**src/rtl/cal_pkg.sv**
```systemverilog
`default_nettype none

package cal_pkg;

    localparam int DEFAULT_CAPACITY = 32;

    localparam int ACTION_W    = 2;
    localparam int VALUE_W     = 32;
    localparam int INDEX_W     = 5;
    localparam int STATUS_W    = 3;
    localparam int COUNT_OUT_W = 6;

    localparam int IN_FIELDS_W  = ACTION_W + VALUE_W + INDEX_W;
    localparam int IN_TDATA_W   = ((IN_FIELDS_W + 7) / 8) * 8;
    localparam int OUT_FIELDS_W = STATUS_W + VALUE_W + COUNT_OUT_W;
    localparam int OUT_TDATA_W  = ((OUT_FIELDS_W + 7) / 8) * 8;
    localparam int OUT_PAD_W    = OUT_TDATA_W - OUT_FIELDS_W;

    typedef enum logic [ACTION_W-1:0] {
        ACT_INSERT = 2'd0,
        ACT_REMOVE = 2'd1,
        ACT_CLEAR  = 2'd2,
        ACT_READ   = 2'd3
    } action_t;

    typedef enum logic [STATUS_W-1:0] {
        ST_OK        = 3'd0,
        ST_FULL      = 3'd1,
        ST_EMPTY     = 3'd2,
        ST_NOT_FOUND = 3'd3,
        ST_RANGE     = 3'd4
    } status_t;

    typedef struct packed {
        logic    accept;
        logic    append;
        logic    clear_all;
        logic    rd_index;
        logic    rd_first;
        logic    rd_next;
        logic    start_shift;
        logic    shift;
        logic    dec_count;
        logic    set_status;
        logic    set_rdata;
        logic    emit;
        status_t status;
    } cal_cmd_t;

    typedef struct packed {
        action_t action;
        logic    full;
        logic    empty;
        logic    index_ok;
        logic    match;
        logic    scan_last;
        logic    shift_last;
        logic    out_free;
    } cal_flags_t;

endpackage

`default_nettype wire

```
**src/rtl/compacting_array_list_unit.sv**
```systemverilog
// Insert, clear and each operation refused without a search go from acceptance straight to the
// result state; a read first waits on the registered read port of the entry memory.
// A remove, hit or miss, searches with one read per cycle up to the hit, then shifts the later
// entries down with one read and write per cycle.
// One item at a time: s_tready stays low until the result is loaded into the output register.
// Reset clears the entry count and the output valid; entry contents stay undefined.
`default_nettype none

module compacting_array_list_unit
    import cal_pkg::*;
#(
    parameter int CAPACITY = DEFAULT_CAPACITY
)
(
    input  wire logic                   clk,
    input  wire logic                   rst_n,
    input  wire logic                   s_tvalid,
    output logic                        s_tready,
    // action [1:0], value [33:2], index [38:34]
    input  wire logic [IN_TDATA_W-1:0]  s_tdata,
    output logic                        m_tvalid,
    input  wire logic                   m_tready,
    // status [2:0], read_value [34:3], entry_count [40:35]
    output logic [OUT_TDATA_W-1:0]      m_tdata
);

    cal_cmd_t                cmd;
    cal_flags_t              flags;
    action_t                 in_action;
    logic [VALUE_W-1:0]      in_value;
    logic [INDEX_W-1:0]      in_index;
    logic [STATUS_W-1:0]     out_status;
    logic [VALUE_W-1:0]      out_value;
    logic [COUNT_OUT_W-1:0]  out_count;

    assign in_action = action_t'(s_tdata[ACTION_W-1:0]);
    assign in_value  = s_tdata[ACTION_W +: VALUE_W];
    assign in_index  = s_tdata[ACTION_W+VALUE_W +: INDEX_W];

    cal_ctrl u_ctrl
    (
        .clk      (clk),
        .rst_n    (rst_n),
        .s_tvalid (s_tvalid),
        .s_tready (s_tready),
        .flags    (flags),
        .cmd      (cmd)
    );

    cal_dp #(
        .CAPACITY (CAPACITY)
    ) u_dp
    (
        .clk        (clk),
        .rst_n      (rst_n),
        .in_action  (in_action),
        .in_value   (in_value),
        .in_index   (in_index),
        .cmd        (cmd),
        .flags      (flags),
        .m_tready   (m_tready),
        .out_valid  (m_tvalid),
        .out_status (out_status),
        .out_value  (out_value),
        .out_count  (out_count)
    );

    assign m_tdata = {{OUT_PAD_W{1'b0}}, out_count, out_value, out_status};

endmodule

`default_nettype wire

```
**src/rtl/cal_ctrl.sv**
```systemverilog
`default_nettype none

module cal_ctrl
    import cal_pkg::*;
(
    input  wire logic       clk,
    input  wire logic       rst_n,
    input  wire logic       s_tvalid,
    output logic            s_tready,
    input  wire cal_flags_t flags,
    output cal_cmd_t        cmd
);

    typedef enum logic [4:0] {
        S_IDLE    = 5'b00001,
        S_RD_WAIT = 5'b00010,
        S_SCAN    = 5'b00100,
        S_SHIFT   = 5'b01000,
        S_DONE    = 5'b10000
    } state_t;

    state_t state_reg;
    state_t state_next;

    assign s_tready = (state_reg == S_IDLE);

    always_ff @(posedge clk or negedge rst_n)
    begin
        if (!rst_n)
        begin
            state_reg <= S_IDLE;
        end
        else
        begin
            state_reg <= state_next;
        end
    end

    always_comb
    begin
        cmd        = '0;
        cmd.status = ST_OK;
        state_next = state_reg;
        case (state_reg)
            S_IDLE:
            begin
                if (s_tvalid)
                begin
                    cmd.accept = 1'b1;
                    case (flags.action)
                        ACT_INSERT:
                        begin
                            cmd.set_status = 1'b1;
                            if (flags.full)
                            begin
                                cmd.status = ST_FULL;
                            end
                            else
                            begin
                                cmd.append = 1'b1;
                            end
                            state_next = S_DONE;
                        end
                        ACT_REMOVE:
                        begin
                            if (flags.empty)
                            begin
                                cmd.set_status = 1'b1;
                                cmd.status     = ST_EMPTY;
                                state_next     = S_DONE;
                            end
                            else
                            begin
                                cmd.rd_first = 1'b1;
                                state_next   = S_SCAN;
                            end
                        end
                        ACT_CLEAR:
                        begin
                            cmd.set_status = 1'b1;
                            if (flags.empty)
                            begin
                                cmd.status = ST_EMPTY;
                            end
                            else
                            begin
                                cmd.clear_all = 1'b1;
                            end
                            state_next = S_DONE;
                        end
                        ACT_READ:
                        begin
                            if (flags.index_ok)
                            begin
                                cmd.rd_index = 1'b1;
                                state_next   = S_RD_WAIT;
                            end
                            else
                            begin
                                cmd.set_status = 1'b1;
                                cmd.status     = ST_RANGE;
                                state_next     = S_DONE;
                            end
                        end
                        default:
                        begin
                            state_next = S_IDLE;
                        end
                    endcase
                end
            end
            S_RD_WAIT:
            begin
                cmd.set_status = 1'b1;
                cmd.set_rdata  = 1'b1;
                state_next     = S_DONE;
            end
            S_SCAN:
            begin
                if (flags.match)
                begin
                    if (flags.scan_last)
                    begin
                        cmd.dec_count  = 1'b1;
                        cmd.set_status = 1'b1;
                        state_next     = S_DONE;
                    end
                    else
                    begin
                        cmd.start_shift = 1'b1;
                        state_next      = S_SHIFT;
                    end
                end
                else if (flags.scan_last)
                begin
                    cmd.set_status = 1'b1;
                    cmd.status     = ST_NOT_FOUND;
                    state_next     = S_DONE;
                end
                else
                begin
                    cmd.rd_next = 1'b1;
                end
            end
            S_SHIFT:
            begin
                cmd.shift = 1'b1;
                if (flags.shift_last)
                begin
                    cmd.dec_count  = 1'b1;
                    cmd.set_status = 1'b1;
                    state_next     = S_DONE;
                end
            end
            S_DONE:
            begin
                if (flags.out_free)
                begin
                    cmd.emit   = 1'b1;
                    state_next = S_IDLE;
                end
            end
            default:
            begin
                state_next = S_IDLE;
            end
        endcase
    end

endmodule

`default_nettype wire

```
**src/rtl/cal_dp.sv**
```systemverilog
`default_nettype none

module cal_dp
    import cal_pkg::*;
#(
    parameter int CAPACITY = DEFAULT_CAPACITY
)
(
    input  wire logic                   clk,
    input  wire logic                   rst_n,
    input  wire action_t                in_action,
    input  wire logic [VALUE_W-1:0]     in_value,
    input  wire logic [INDEX_W-1:0]     in_index,
    input  wire cal_cmd_t               cmd,
    output cal_flags_t                  flags,
    input  wire logic                   m_tready,
    output logic                        out_valid,
    output logic [STATUS_W-1:0]         out_status,
    output logic [VALUE_W-1:0]          out_value,
    output logic [COUNT_OUT_W-1:0]      out_count
);

    localparam int AW = $clog2(CAPACITY);
    localparam int CW = $clog2(CAPACITY + 1);
    localparam logic [CW-1:0] CAP_C = CW'(CAPACITY);

    logic [VALUE_W-1:0] mem [CAPACITY];

    logic [CW-1:0]       count_reg;
    logic [CW-1:0]       count_next;
    logic [AW-1:0]       ptr_reg;
    logic [AW-1:0]       ptr_next;
    logic [VALUE_W-1:0]  value_reg;
    logic [VALUE_W-1:0]  rd_data_reg;
    status_t             res_status_reg;
    logic [VALUE_W-1:0]  res_value_reg;
    logic                out_valid_reg;
    logic [STATUS_W-1:0] out_status_reg;
    logic [VALUE_W-1:0]  out_value_reg;
    logic [COUNT_OUT_W-1:0] out_count_reg;

    logic                we;
    logic [AW-1:0]       waddr;
    logic [VALUE_W-1:0]  wdata;
    logic                re;
    logic [AW-1:0]       raddr;

    logic [CW+INDEX_W-1:0]    idx_c;
    logic [CW+INDEX_W-1:0]    cnt_i;
    logic [AW+INDEX_W-1:0]    idx_a;
    logic [AW+CW-1:0]         cnt_a;
    logic [AW+CW-1:0]         ptr_c;
    logic [CW+COUNT_OUT_W-1:0] cnt_o;
    logic                     out_free;

    assign idx_c = {{CW{1'b0}}, in_index};
    assign cnt_i = {{INDEX_W{1'b0}}, count_reg};
    assign idx_a = {{AW{1'b0}}, in_index};
    assign cnt_a = {{AW{1'b0}}, count_reg};
    assign ptr_c = {{CW{1'b0}}, ptr_reg};
    assign cnt_o = {{COUNT_OUT_W{1'b0}}, count_reg};

    assign out_free = !out_valid_reg || m_tready;

    assign flags.action     = in_action;
    assign flags.full       = (count_reg >= CAP_C);
    assign flags.empty      = (count_reg == '0);
    assign flags.index_ok   = (idx_c < cnt_i);
    assign flags.match      = (rd_data_reg == value_reg);
    assign flags.scan_last  = ((ptr_c + (AW+CW)'(1)) >= cnt_a);
    assign flags.shift_last = ((ptr_c + (AW+CW)'(2)) >= cnt_a);
    assign flags.out_free   = out_free;

    always_comb
    begin
        we    = 1'b0;
        waddr = ptr_reg;
        wdata = rd_data_reg;
        if (cmd.append)
        begin
            we    = 1'b1;
            waddr = cnt_a[AW-1:0];
            wdata = in_value;
        end
        else if (cmd.shift)
        begin
            we = 1'b1;
        end
    end

    always_comb
    begin
        re    = 1'b1;
        raddr = ptr_reg + AW'(1);
        if (cmd.rd_index)
        begin
            raddr = idx_a[AW-1:0];
        end
        else if (cmd.rd_first)
        begin
            raddr = '0;
        end
        else if (cmd.shift)
        begin
            raddr = ptr_reg + AW'(2);
        end
        else if (!(cmd.rd_next || cmd.start_shift))
        begin
            re = 1'b0;
        end
    end

    always_comb
    begin
        count_next = count_reg;
        if (cmd.append)
        begin
            count_next = count_reg + CW'(1);
        end
        else if (cmd.clear_all)
        begin
            count_next = '0;
        end
        else if (cmd.dec_count)
        begin
            count_next = count_reg - CW'(1);
        end
    end

    always_comb
    begin
        ptr_next = ptr_reg;
        if (cmd.rd_first)
        begin
            ptr_next = '0;
        end
        else if (cmd.rd_next || cmd.shift)
        begin
            ptr_next = ptr_reg + AW'(1);
        end
    end

    always_ff @(posedge clk)
    begin
        if (we)
        begin
            mem[waddr] <= wdata;
        end
        if (re)
        begin
            rd_data_reg <= mem[raddr];
        end
    end

    always_ff @(posedge clk or negedge rst_n)
    begin
        if (!rst_n)
        begin
            count_reg     <= '0;
            out_valid_reg <= 1'b0;
        end
        else
        begin
            count_reg <= count_next;
            if (cmd.emit)
            begin
                out_valid_reg <= 1'b1;
            end
            else if (m_tready)
            begin
                out_valid_reg <= 1'b0;
            end
        end
    end

    always_ff @(posedge clk)
    begin
        ptr_reg <= ptr_next;
        if (cmd.accept)
        begin
            value_reg <= in_value;
        end
        if (cmd.set_status)
        begin
            res_status_reg <= cmd.status;
            res_value_reg  <= cmd.set_rdata ? rd_data_reg : '0;
        end
        if (cmd.emit)
        begin
            out_status_reg <= res_status_reg;
            out_value_reg  <= res_value_reg;
            out_count_reg  <= cnt_o[COUNT_OUT_W-1:0];
        end
    end

    assign out_valid  = out_valid_reg;
    assign out_status = out_status_reg;
    assign out_value  = out_value_reg;
    assign out_count  = out_count_reg;

    assert property (@(posedge clk) disable iff (!rst_n) count_reg <= CAP_C)
        else $error("Entry count exceeds capacity.");

    assert property (@(posedge clk) disable iff (!rst_n)
        cmd.append |=> count_reg == $past(count_reg) + CW'(1))
        else $error("Insert did not advance the entry count.");

    assert property (@(posedge clk) disable iff (!rst_n)
        cmd.dec_count |-> count_reg != '0)
        else $error("Remove taken from an empty list.");

    assert property (@(posedge clk) disable iff (!rst_n)
        cmd.emit |-> out_free)
        else $error("Result overwrote a beat not yet taken.");

endmodule

`default_nettype wire

```
**config.mk**
```make
export PLATFORM = sky130hd
export DESIGN_NAME = compacting_array_list_unit
export DESIGN_NICKNAME = d
export VERILOG_FILES = /design/src/rtl/cal_pkg.sv /design/src/rtl/compacting_array_list_unit.sv /design/src/rtl/cal_ctrl.sv /design/src/rtl/cal_dp.sv
export SDC_FILE = /design/constraint.sdc
export NUM_CORES = 1
export LEC_CHECK = 0
export ABC_CLOCK_PERIOD_IN_PS = 10750
export BUFFER_PORTS_ARGS = -buffer_cell sky130_fd_sc_hd__buf_2
export CAP_MARGIN = 20
export CORE_AREA = 2 2 434 436
export DETAILED_ROUTE_END_ITERATION = 8
export DIE_AREA = 0 0 436 438
export MAX_ROUTING_LAYER = met4
export PLACE_DENSITY = 0.51
export REMOVE_ABC_BUFFERS = 1
export SLEW_MARGIN = 25
export SYNTH_ARGS = -nofsm -noshare
export SYNTH_HDL_FRONTEND = slang
export SYNTH_SLANG_ARGS = --single-unit
export TNS_END_PERCENT = 10
```
**constraint.sdc**
```tcl
create_clock -name clk -period 10.75 [get_ports clk]
set_input_delay 2.15 -clock clk [delete_from_list [all_inputs] [get_ports clk]]
set_output_delay 2.15 -clock clk [all_outputs]
set_load 0.01 [all_outputs]
```
==> flow_metrics.py, run 1 <==
metrics = {
    "outcome": {
        "status": "completed",
    },
    "timing": {
        "layout_setup_ws_ns": 4.819,
        "hold_violations": 0,
        "rsz0062_at_grt": "no",
        "tightest_slew_ns": 1.155,
        "finalSetupViolCount": 0,
        "slew_headroom_pct": 23.01,
        "hold_slack_ns": 0.4164,
        "max_freq_mhz": 168.6,
        "layout_min_cycle_time_ns": 5.931,
        "maxSlewViolCount": 0,
        "skew_ns": 0.02267,
        "finalCritPeriodShare_pct": 55.17,
    },
    "drt": {
        "via_per_inst": 4.808,
        "dr.pass1.iters": 5,
        "vias": 28600,
        "drc": 0,
        "wl_per_cell_um": 23.69,
        "antenna_left": 0,
        "drt-initial-drc-count": 3825,
        "wirelength_mm": 140.9,
    },
    "synth": {
        "syn_inst": 3288,
        "yosys-top-cells-area": "edfxtp_1 (75%), nand2_1 (7.3%), a32oi_1 (4.9%)",
        "synth_edf_count": 1164,
        "netlist.area_leader.share_pct": 75.29,
        "synthArstFlopShare_pct": 1.016,
        "synth_common_cells": "edfxtp_1 (1164), nand2_1 (897), a21oi_1 (268), a32oi_1 (259), o22ai_1 (131)",
        "yosys.cell_types.count": 59,
        "synth_most_common_cell": "edfxtp_1",
        "synth_top_area_cell": "edfxtp_1",
        "ys_seq_elements": 1181,
        "avgSynthCellArea_um2": 14.12,
        "synth.cell_area_mm2": 0.04643,
        "yosysWarnings": 0,
        "ys.flop_type": "edfxtp_1",
        "ys_seq_area_share_pct": 76.15,
    },
    "place": {
        "dp_hpwl_mm": 67.65,
        "numPortBuffers": 85,
        "finalWeightedCongestion": 0.7961,
        "pre_cts_ws_ns": 4.230,
    },
    "cts": {
        "insertion_delay_ns": 0.73,
        "htreeDepth": 3,
        "clock_path_buffers": 3,
        "cts.sinks": 1181,
        "postCtsSetupBuffers": 0,
        "clkSlewWorstSetupHoldPaths_ns": 0.06,
        "ctsHoldBuffers": 0,
        "clockRootBuffer": "clkbuf_16",
        "cts_buffers": 121,
        "cts.repair.resized": 0,
        "cts_tree": "done",
    },
    "global_routing": {
        "grt_antenna_before_repair": 17,
        "grt_max_degree": 203,
        "grt_pass1_vias": 26670,
        "grtUsageTotal_pct": 14.73,
        "grt_pass1_wl_mm": 197.4,
        "overflow": 0,
    },
    "finish": {
        "drive_above_1_share_pct": 10.36,
        "top_register": "u_dp.mem",
        "utilization_pct": 28.69,
        "syn_to_final_growth_pct": 15.32,
        "largest_reg_flops": 1024,
        "nets": 3411,
    },
    "die": {
        "die-width_um": 436,
        "io_pins": 94,
        "initial_core_util_pct": 24.88,
        "die_area_mm2": 0.1910,
        "rows": 159,
        "die_h_um": 438,
        "coreArea_mm2": 0.1866,
    },
    "setup_path": {
        "cp_common_cell": "a21oi_1",
        "path_cells": "buf_2 -> inv_1 -> ha_1 -> nand4b_1 -> a311oi_2 -> a21oi_1 -> mux2i_4 -> buf_12 -> buf_4 -> a21oi_1 -> a32oi_1 -> o22ai_1 -> nor4_1",
        "worst_path_dominant_cell_family": "buffers and inverters",
        "critPathBufInv": 4,
        "crit_slowest_cell": "mux2i_4",
        "critical_path.max_stage_delay_ns": 0.68,
        "crit_path_start_kind": "input port",
        "crit_start": "s_tdata[1]",
        "cp_max_fo": 201,
        "required_ns": 11.30,
        "cp.arrival_ns": 6.48,
        "regToRegStartpoint": "u_dp.count_reg[1]",
        "critical_path_class": "input port to flip-flop",
        "r2r_setup_slack_ns": 5.65,
        "end_kind": "flip-flop",
    },
    "power_and_ir_drop": {
        "leakage_uw": 0.01688,
        "p_per_area_mw_per_mm2": 267.9,
        "power_uw": 14340,
        "ir_drop_mv": 0.3015,
    },
    "job": {
        "cap_violations": 0,
    },
    "worst_hold_path": {
        "hold_class": "flip-flop to flip-flop",
        "min_from": "u_dp.res_value_reg[0]",
    },
}
==> routing by layer <==
layer / up-vias / GRT usage [%] / share of wire, %
met3: 220 / 2.666 / 8.4
li1: 12650 / - / -
met2: 1216 / 21.64 / 45
met4: 0 / 4.878 / 2.9
met1: 14520 / 20.49 / 44
met5: - / - / 0
==> cell families (layout without fill, tap and decap cells) <==
| kind of cell | Yosys count | after routing | synth area share [%] |
|---|---|---|---|
| DFF | 1181 | 1181 | 76.15 |
| AOI/OAI and AO/OA | 719 | 719 | 10.49 |
| buffers and inverters | 241 | 392 | 2.391 |
| muxes | 5 | 5 | 0.1401 |
| and+or+nand+nor | 1078 | 1078 | 9.422 |
| adders and majority gates | 26 | 26 | 0.7007 |
| xor gates and xnor gates | 37 | 37 | 0.6980 |
| other | 1 | 15 | 0.008077 |
==> metrics by stage <==
stage,cell area (µm²),TNS [ns],instances
5_1_grt,53530,0,5944
6_report,53540,0,5948
3_3_place_gp,49820,0,5713
3_5_place_dp,49830,0,5713
2_1_floorplan,45420,-37.71,3074
4_1_cts,53510,0,5940
==> layout make-up <==
class                      instances  area, µm²
fill                           18960     133100
tap                             2495       3122
sequential                      1181      35360
multi-input combinational       1872      10340
inverter                          21      78.83
timing repair buffer             144      943.4
antenna                            8      20.02
clock buffer                     162       3224
clock inverter                    65      455.4
==> cells in the final DEF (no fill, tap or decap), types with 26 or more instances in the layout <==
cell type	n
buf_4	53
a21oi_1	268
nor4_1	41
nor2_4	33
clkbuf_1	39
and2_1	34
o22ai_1	131
a32oi_1	259
clkinv_1	39
nand2_1	888
clkbuf_16	123
xor2_1	35
buf_2	85
ha_1	26
edfxtp_1	1164
==> worst paths after layout <==
path	end	cells past startpoint
max	u_dp.rd_data_reg[0]	13
min	u_dp.out_value[0]	0
max reg2reg	u_dp.rd_data_reg[0]	11
min reg2reg	u_dp.out_value[0]	0
max in group asynchronous	u_ctrl.state_reg[0]	1
min in group asynchronous	u_dp.count_reg[3]	1
==> power breakdown <==
group,internal [µW],total (µW),switching (µW)
clock network,2210,3960,1750
registers,5800,5940,145
logic,1230,4430,3210
Note: power is estimated with default switching activity, not from simulation.
==> inputs of run 2 (changes only) <==
--- a/config.mk
+++ b/config.mk
@@ -5,7 +5,7 @@
 export SDC_FILE = /design/constraint.sdc
 export NUM_CORES = 1
 export LEC_CHECK = 0
-export ABC_CLOCK_PERIOD_IN_PS = 10750
+export ABC_CLOCK_PERIOD_IN_PS = 5700
 export BUFFER_PORTS_ARGS = -buffer_cell sky130_fd_sc_hd__buf_2
 export CAP_MARGIN = 20
 export CORE_AREA = 2 2 434 436
==> constraint.sdc (replaced) <==
create_clock -name clk -period 5.7 [get_ports clk]
set_input_delay 1.14 -clock clk [delete_from_list [all_inputs] [get_ports clk]]
set_output_delay 1.14 -clock clk [all_outputs]
set_load 0.01 [all_outputs]
==> flow_metrics.py, run 2 (synthesized netlist as in run 1, its figures left out) <==
metrics = {
    "outcome": {
        "status": "completed",
    },
    "global_routing": {
        "grt_pass1_vias": 26780,
        "grt_pass1_wl_mm": 194.3,
        "grt_max_degree": 123,
        "grtUsageTotal_pct": 14.31,
        "grt_antenna_before_repair": 9,
        "overflow": 0,
    },
    "power_and_ir_drop": {
        "combPwrFrac_pct": 31.5,
        "leakage_uw": 0.01732,
        "p_int_uw": 17890,
        "netSwitchingPower_uw": 9734,
        "pwr-share-seq_pct": 40.6,
        "switching_share_pct": 35.23,
        "pwr-share-clk_pct": 27.9,
        "ir_drop_mv": 0.3630,
        "p_per_area_mw_per_mm2": 507.2,
    },
    "setup_path": {
        "cp.arrival_ns": 4.88,
        "end_kind": "flip-flop",
        "reg2regPathDepth": 11,
        "path_cells": "inv_1 -> ha_1 -> a21oi_1 -> a21oi_1 -> a211o_1 -> mux2i_1 -> and2_1 -> nand2_2 -> buf_12 -> o22ai_1 -> nor4_1",
        "cp_common_cell": "a21oi_1",
        "required_ns": 6.18,
        "crit_slowest_cell": "mux2i_1",
        "worst_path_dominant_cell_family": "compound AO/OA/AOI/OAI gates",
        "cp_max_fo": 17,
        "cp.depth": 11,
        "critical_path_class": "flip-flop to flip-flop",
        "crit_path_start_kind": "flip-flop",
        "critical_path.max_stage_delay_ns": 0.60,
        "critPathBufInv": 2,
    },
    "timing": {
        "maxSlewViolCount": 0,
        "layout_min_cycle_time_ns": 4.400,
        "finalCritPeriodShare_pct": 77.19,
        "tightest_slew_ns": 1.025,
        "slew_headroom_pct": 31.51,
        "max_freq_mhz": 227.3,
        "rsz0062_at_grt": "no",
        "skew_ns": 0.02319,
        "finalSetupViolCount": 0,
        "hold_violations": 0,
        "layout_setup_ws_ns": 1.300,
    },
    "cts": {
        "insertion_delay_ns": 0.74,
        "ctsHoldBuffers": 0,
        "htreeDepth": 3,
        "cts.repair.resized": 0,
        "clkSlewWorstSetupHoldPaths_ns": 0.07,
        "clock_path_buffers": 3,
        "clockRootBuffer": "clkbuf_16",
        "postCtsSetupBuffers": 0,
        "cts_buffers": 119,
        "cts.sinks": 1181,
        "cts_tree": "done",
    },
    "finish": {
        "syn_to_final_growth_pct": 17.34,
        "seq_area_mm2": 0.03536,
        "fillCellCount": 18770,
        "most-common-layout-cells": "edfxtp_1 (1164), nand2_1 (886), a21oi_1 (268), a32oi_1 (259), o22ai_1 (131)",
        "top_register": "u_dp.mem",
        "final_common_cell": "edfxtp_1",
        "utilization_pct": 29.19,
        "drive_above_1_share_pct": 12.14,
        "largest_reg_flops": 1024,
        "nets": 3459,
        "multiInputGateArea_mm2": 0.01030,
    },
    "drt": {
        "wl_per_cell_um": 22.85,
        "drc": 0,
        "wirelength_mm": 136.9,
        "vias": 28370,
        "via_per_inst": 4.735,
        "antenna_left": 0,
        "dr.pass1.iters": 6,
        "drt-initial-drc-count": 3442,
    },
    "die": {
        "die_area_mm2": 0.1910,
        "coreArea_mm2": 0.1866,
        "die-width_um": 436,
        "rows": 159,
        "initial_core_util_pct": 24.88,
        "die_h_um": 438,
        "io_pins": 94,
    },
    "place": {
        "pre_cts_ws_ns": 0.7860,
        "numPortBuffers": 85,
        "finalWeightedCongestion": 0.7930,
        "dp_hpwl_mm": 77.14,
    },
    "worst_hold_path": {
        "hold_class": "input port to asynchronous set/reset pin",
    },
    "job": {
        "cap_violations": 0,
    },
}
-- run 2: metrics by stage --
| stage | power, µW | hold WS (ns) | instance area (µm²) | instances | TNS, ns |
|---|---|---|---|---|---|
| floorplan | 16840 | 0.4003 | 45420 | 3074 | -166.99 |
| global placement | 20060 | 0.4037 | 50650 | 5763 | 0 |
| detailed placement | 20120 | 0.4045 | 50650 | 5763 | 0 |
| CTS | 27860 | 0.2351 | 54450 | 5987 | 0 |
| global route | 28980 | 0.2746 | 54480 | 5992 | 0 |
| finish | 27630 | 0.2779 | 54480 | 5992 | 0 |
-- run 2: path summary, 6_finish.rpt --
kind	startpoint	endpoint	slack [ns]
worst max-delay path	u_dp.count_reg[4]	u_dp.rd_data_reg[11]	1.30
worst min-delay path	rst_n	u_dp.count_reg[3]	0.28
worst max register to register	u_dp.count_reg[4]	u_dp.rd_data_reg[11]	1.30
worst min register to register	u_dp.res_value_reg[31]	u_dp.out_value[31]	0.41
max in group asynchronous	rst_n	u_ctrl.state_reg[0]	5.11
min in group clk	u_dp.res_value_reg[31]	u_dp.out_value[31]	0.41
-- run 2: metal layers --
layer	share of wire, %	global-route usage (%)	wire, µm	vias up
li1	-	-	-	12750
met1	44	19.45	60910	14460
met2	46	22.05	63320	992
met3	6.6	2.294	9092	180
met4	2.6	4.163	3595	0
met5	0	-	0	-
-- run 2: final cells by class --
type                            count  area share [%]
Antenna cell                        5         0.02297
Clock buffer                      145           5.684
Clock inverter                     79           1.286
Inverter                           21          0.1447
Multi-Input combinational cell   1872           18.92
Sequential cell                  1181           64.90
Tap cell                         2495           5.730
Timing Repair Buffer              194           3.316
-- run 2: power groups by stage --
stage	registers (µW)	logic, µW	clock network (µW)
4_1_cts	11200	8740	7880
2_1_floorplan	11200	5610	0
3_5_place_dp	11400	8700	0
3_3_place_gp	11400	8650	0
6_report	11200	8700	7700
5_1_grt	11300	9530	8190
